### src/rtl/fopq_pkg.sv
// Package with the entry type, result and op codes, and cell control for the fee-ordered queue.
package fopq_pkg;

   localparam int unsigned DepthDefault = 64;
   localparam int unsigned MaxOut       = 64;
   localparam int unsigned CapWidth     = 7;
   localparam logic [CapWidth-1:0] CapReset = 7'd64;

   localparam logic [1:0] OP_INSERT = 2'd0;
   localparam logic [1:0] OP_REMOVE = 2'd1;
   localparam logic [1:0] OP_EMIT   = 2'd2;

   localparam logic [2:0] RC_DONE  = 3'd0;
   localparam logic [2:0] RC_FULL  = 3'd1;
   localparam logic [2:0] RC_MISS  = 3'd2;
   localparam logic [2:0] RC_ENTRY = 3'd3;
   localparam logic [2:0] RC_NONE  = 3'd4;

   localparam logic [1:0] ST_PENDING = 2'd0;

   typedef struct packed {
      logic [31:0] tag;
      logic [31:0] fee;
      logic [31:0] stamp;
      logic [1:0]  status;
   } entry_type;

   typedef enum logic [2:0] {
      CM_HOLD,
      CM_INSERT,
      CM_REMOVE,
      CM_ROT_FWD,
      CM_ROT_BACK
   } cell_mode_type;

   typedef struct packed {
      cell_mode_type mode;
      entry_type     key;
   } cell_ctl_type;

endpackage

### src/rtl/fopq_cell.sv
// One slot of the sorted chain: holds an entry and shifts toward either neighbor.
module fopq_cell (
   input  logic                  clock,
   input  fopq_pkg::cell_ctl_type ctl,
   input  logic                  occ,
   input  fopq_pkg::entry_type   prev_entry,
   input  fopq_pkg::entry_type   next_entry,
   input  logic                  prev_cond,
   input  logic                  prev_hit,
   output fopq_pkg::entry_type   entry,
   output logic                  cond,
   output logic                  hit
);
   import fopq_pkg::*;

   entry_type entry_ff, entry_in;
   logic      below;

   // A stored entry ranks below the key on lower fee, or on a later stamp at equal fee.
   always_comb begin
      if (entry_ff.fee != ctl.key.fee) begin
         below = entry_ff.fee < ctl.key.fee;
      end else begin
         below = entry_ff.stamp > ctl.key.stamp;
      end
   end

   assign cond = !occ || below;
   assign hit  = prev_hit || (occ && entry_ff.tag == ctl.key.tag);

   always_comb begin
      entry_in = entry_ff;
      unique case (ctl.mode)
         CM_INSERT: begin
            if (prev_cond) begin
               entry_in = prev_entry;
            end else if (cond) begin
               entry_in = ctl.key;
            end
         end
         CM_REMOVE: begin
            if (hit) begin
               entry_in = next_entry;
            end
         end
         CM_ROT_FWD:  entry_in = next_entry;
         CM_ROT_BACK: entry_in = prev_entry;
         default:     entry_in = entry_ff;
      endcase
   end

   always_ff @(posedge clock) begin
      entry_ff <= entry_in;
   end

   assign entry = entry_ff;

endmodule

### config.mk
export PLATFORM = sky130hd
export DESIGN_NAME = fopq_cell
export DESIGN_NICKNAME = d
export VERILOG_FILES = /design/src/rtl/fopq_pkg.sv /design/src/rtl/fopq_cell.sv
export SDC_FILE = /design/constraint.sdc
export NUM_CORES = 1
export LEC_CHECK = 0
export BUFFER_PORTS_ARGS = -buffer_cell sky130_fd_sc_hd__buf_4
export CAP_MARGIN = 20
export CORE_AREA = 2 2 157 159
export CTS_CLUSTER_SIZE = 40
export DETAILED_ROUTE_END_ITERATION = 7
export DIE_AREA = 0 0 159 161
export SLEW_MARGIN = 20
export SYNTH_ARGS = -nofsm -noshare
export SYNTH_HDL_FRONTEND = slang
export SYNTH_SLANG_ARGS = --single-unit
### constraint.sdc
create_clock -name clock -period 11.88 [get_ports clock]
set_clock_uncertainty 0.15 [all_clocks]
set_input_delay 1.782 -clock clock [delete_from_list [all_inputs] [get_ports clock]]
set_output_delay 1.782 -clock clock [all_outputs]
set_load 0.03 [all_outputs]
# After elaboration in Yosys (flattened, before gate mapping)
# Cells that the tools add are included.
[classes]
n_eq_ne = 8
n_mul = 0
n_reduce_logical = 6
shift = 0
muxes = 5
n_addsub = 0
n_bitwise = 0
order_cmp = 2
n_div = 0
[ops]
columns = ["cell", "count"]
rows = [
  ["98-bit one-hot mux with 4 select lines", 1],
  ["98-bit two-way mux", 3],
  ["32-bit equality test", 1],
  ["32-bit > comparator", 1],
  ["32-bit less-than comparator", 1],
  ["32-bit != test", 1],
  ["3-bit by 2-bit equality test with 1-bit output, second input constant", 2],
  ["4-bit nonzero test", 1],
  ["3-bit by 1-bit equality test with 1-bit output, second input constant", 1],
  ["3-bit equality test, second input constant", 1],
  ["3-bit != test, second input constant", 1],
  ["3-bit AND reduction", 1],
  ["1-bit logical OR", 2],
  ["2-bit != test, second input constant", 1],
  ["1-bit logical AND", 1],
  ["1-bit logical NOT", 1],
  ["1-bit two-way mux", 1],
]
[totals]
rom_bits = 0
mem_count = 0
output_inout_bits = 100
regBits = 98
latchBits = 0
ramBits = 0

# Longest topological paths before layout
[depth]
depth_word = 6
depth_mapped = 9
depth_no_buf = 9

# Worst setup path after synthesis
# No wires, ideal clock.
[synth_timing]
path_type = "input to register"
start = "input port ctl[63] (netlist name)"
end = "register entry_ff, in the netlist entry[0] (enable)"
cell_stages = 8
t_arrival_ns = 5.765
path_buffers = 0
required_time_ns = 11.250
setup_slack_ns = 5.486
cell_sequence = "inv_1 -> ha_1 -> nand4_1 -> or3_4 -> nor4_4 -> nand4_1 -> o211ai_2 -> a311o_1"
[synth_between]
elab_chain_len = 5
[synth_lines]
columns = ["item", "line", "text"]
rows = [
  ["start: declaration", "fopq_cell.sv:4", "input fopq_pkg::cell_ctl_type ctl,"],
  ["32-bit less-than comparator or 32-bit != test (tied branches)", "fopq_cell.sv:22, fopq_cell.sv:21", ""],
  ["1-bit two-way mux *", "fopq_cell.sv:21", "if (entry_ff.fee != ctl.key.fee) begin"],
  ["1-bit logical OR *", "fopq_cell.sv:28", "assign cond = !occ || below;"],
  ["3-bit != test (no line) *", "--", ""],
  ["3-bit AND reduction (no line) *", "--", ""],
  ["end signal: assignment", "fopq_cell.sv:53", "entry_ff <= entry_in;"],
  ["end: declaration", "fopq_cell.sv:16", "entry_type entry_ff, entry_in;"],
]
# Mark *: on every way between the ends. The rest lies on a longest branch, timed or not.
# A chain may end at the register's enable or synchronous reset.

# Worst setup path after layout
[layout_timing]
start = "input port ctl[13] (netlist name)"
end = "output port cond"
[layout_between]
elab_chain_len = 3
[layout_lines]
columns = ["item", "line", "text"]
rows = [
  ["32-bit > comparator", "fopq_cell.sv:24", "below = entry_ff.stamp > ctl.key.stamp;"],
  ["1-bit two-way mux", "fopq_cell.sv:21", ""],
  ["1-bit logical OR", "fopq_cell.sv:28", ""],
  ["end: declaration", "fopq_cell.sv:11", "output logic cond,"],
]
# No other way between the ends.

==> metrics <==
Leakage 0.005111 uW; Synthesis Warnings 0; WHS 1.029 ns; worst min path class reg2reg; Peak supply drop 71.12 uV; Buffers on Ports 400; clock transition at the registers of the reported paths approximately 0.07 ns; worst-path maximum fanout 2; CTS H-tree lvls 3; layout cell share with drive strength beyond 1 a little over two fifths; RSZ-0062 raised after global routing false; sw frac between 30% and 40%; status finished with violations; Yosys cell types 38; Detail Route Antenna Nets 0; CORE AREA between 20000 and 25000 um^2; Async S/R FF share, synth 0%; first-pass GRT wire length between 30 and 40 mm; Hold Buf Count CTS 0; Post-CTS Setup Inserts 0; Post-Syn Nets ~970; fin util a little over two fifths; Worst Max-Slew Pin Slew roughly 0.9 ns; die span in x around 160 um; Root Buffer clkbuf_16; dpl ws a little over 6 ns; DR iter-0 viols between 600 and 700; antenna cells 0; routability cong. between 0.8 and 0.9; Die Ht ~160 um; fraction of the yosys area taken by sequential cells between 40 and 50%; WS Path Type in2out; first-pass detailed-route iteration total 8; vias in the first global route 6686; min Tclk post-route 5.772 ns; Final Max Slew Viols 0; WP data required 9.95 ns; internal power 749.2 uW; synthesis-stage register bit count between 90 and 100; type of origin of the critical path primary input; Initial Utilization 27.02%; P_sw 380.8 uW; pwr dens approximately 110 nW/um^2; grt total ovfl 0; CTS Buf Count 9; Reg power frac 40.3%; # DRC 4; CTS tree yes; total chip power 1130 uW; synthesized area per cell about 11 um^2; TNS Setup 0 ns; worst-path cell chain buf_4 -> inv_1 -> ha_1 -> nand4_1 -> nor4_1 -> a21bo_2 -> o211ai_1 -> a21oi_1 -> o211ai_1 -> buf_4; total die area approximately 26000 um^2; drt via density between 4 and 5; pin count of the biggest net entering global routing 78; failing checks design-rule violations; Slowest Stage Delay on Critical Path ~0.42 ns; io pins ~400; drt wl/cell 18.70 um; Post-synth EDFFs 98; clock tree buffer depth 2; Clock Power Share 24.7%; post-CTS sizing 0; Final period util 48.59%; Setup WS post-layout approximately 6.1 ns; Clock Sinks 98; Detailed Route WL between 20 and 25 mm; Final Hold Viols 0; Largest register FFs ~100; total of max-cap violations 0; post-synthesis cell count slightly above 600; gr usage total 18.65%; Cell Area, Synth 6474 um^2; vias 6512; Crit-path slowest cell nor4_1; # nets final between 1000 and 1500; row count 57; Worst EP arrival around 3.8 ns; initial antenna violation count 0; Worst slew margin between 40 and 50%; Clock Latency Late Sink roughly 0.34 ns; Logic pwr share between 30% and 40%; hpwl dp ~20 mm; CP Capture Type output pin; P&R area growth vs syn 55.99%; fmax about 0.17 GHz; setup violators final 0; top_reg_cell synth edfxtp_1
-- cells in the final DEF, fill, tap and decap left out, types with 2 or more instances in the layout --
| master | instances |
|---|---|
| ha_1 | 64 |
| clkbuf_16 | 9 |
| nand3_1 | 7 |
| nor3_1 | 5 |
| buf_4 | 406 |
| xor2_1 | 31 |
| o21ai_0 | 6 |
| nand4_1 | 11 |
| a211oi_1 | 2 |
| clkinv_4 | 2 |
| nor2b_1 | 3 |
| a21oi_1 | 25 |
| and4_1 | 4 |
| nand2_1 | 16 |
| nor4_1 | 8 |
| inv_1 | 167 |
| edfxtp_1 | 98 |
| a222oi_1 | 98 |
| nor2_1 | 2 |
| a21bo_2 | 2 |
| a221oi_1 | 3 |
| o211ai_1 | 5 |
| a21o_1 | 3 |
-- worst paths after layout --
kind / from / end / slack, ns / depth (start not counted)
worst min-delay path: entry[33] / entry[35] / 1.03 / 6
worst max-delay path: ctl[13] / cond / 6.11 / 10
worst max register to register: entry[13] / entry[40] / 7.74 / 10
worst min register to register: entry[33] / entry[35] / 1.03 / 6
-- cell families (layout without fill, tap and decap cells) --
logic type	after synthesis	in the layout	synth area share, %
AO/OA/AOI/OAI	153	153	20.70
AND/OR/NAND/NOR	62	62	5.528
flip-flops	98	98	45.46
adder cells (fa/ha/maj)	64	64	12.37
XOR/XNOR	32	32	4.329
buffers and inverters	199	589	11.62
-- cells in the mapped netlist (3+ instances only) --
cell type,count,area [um^2]
inv_1,167,626.9
a21o_1,3,22.52
edfxtp_1,98,2943
a21oi_1,25,125.1
o211ai_1,5,37.54
nor2b_1,4,25.02
nand2_1,16,60.06
nor4_1,8,50.05
nand3_1,7,35.03
nand4_1,11,68.82
buf_1,3,11.26
ha_1,64,800.8
nor3_1,6,30.03
o21ai_0,6,30.03
xor2_1,31,271.5
clkbuf_1,27,101.4
a222oi_1,98,980.9
and4_1,4,35.03
a221oi_1,3,26.28
-- final cells by class --
type / instances / area (um^2)
tap: 324 / 405.4
timing repair buffer: 406 / 3048
fill: 2456 / 13860
sequential: 98 / 2943
multi-input combinational: 311 / 2804
clock inverter: 6 / 42.54
inverter: 167 / 626.9
clock buffer: 10 / 229.0
-- critical path: cells and delay by family --
| kind | cells | cell delay [ns] |
|---|---|---|
| buffers and inverters | 3 | 0.37 |
| adder cells (fa/ha/maj) | 1 | 0.33 |
| AND/OR/NAND/NOR | 2 | 0.64 |
| AO/OA/AOI/OAI | 4 | 0.72 |
-- per-stage QoR --
step                std cells  cell area [um^2]
finish                   1322             10100
global route             1322             10100
CTS                      1322             10100
detailed placement       1306              9827
global placement         1306              9827
floorplan                 608              6474
-- metal layers --
layer,vias up,global-route usage [%],wire (um)
met5,-,0,0
met4,0,4.876,389
met3,22,5.470,2056
met2,313,31.90,12210
met1,3071,23.09,10070
li1,3106,-,-
-- power groups by stage --
stage	clock network (uW)	logic (uW)	registers [uW]
6_report	279	395	456
5_1_grt	302	430	461
4_1_cts	290	399	456
3_5_place_dp	0	398	463
3_3_place_gp	0	395	463
2_1_floorplan	0	133	534
No activity file was read; power rests on OpenSTA's default activity.
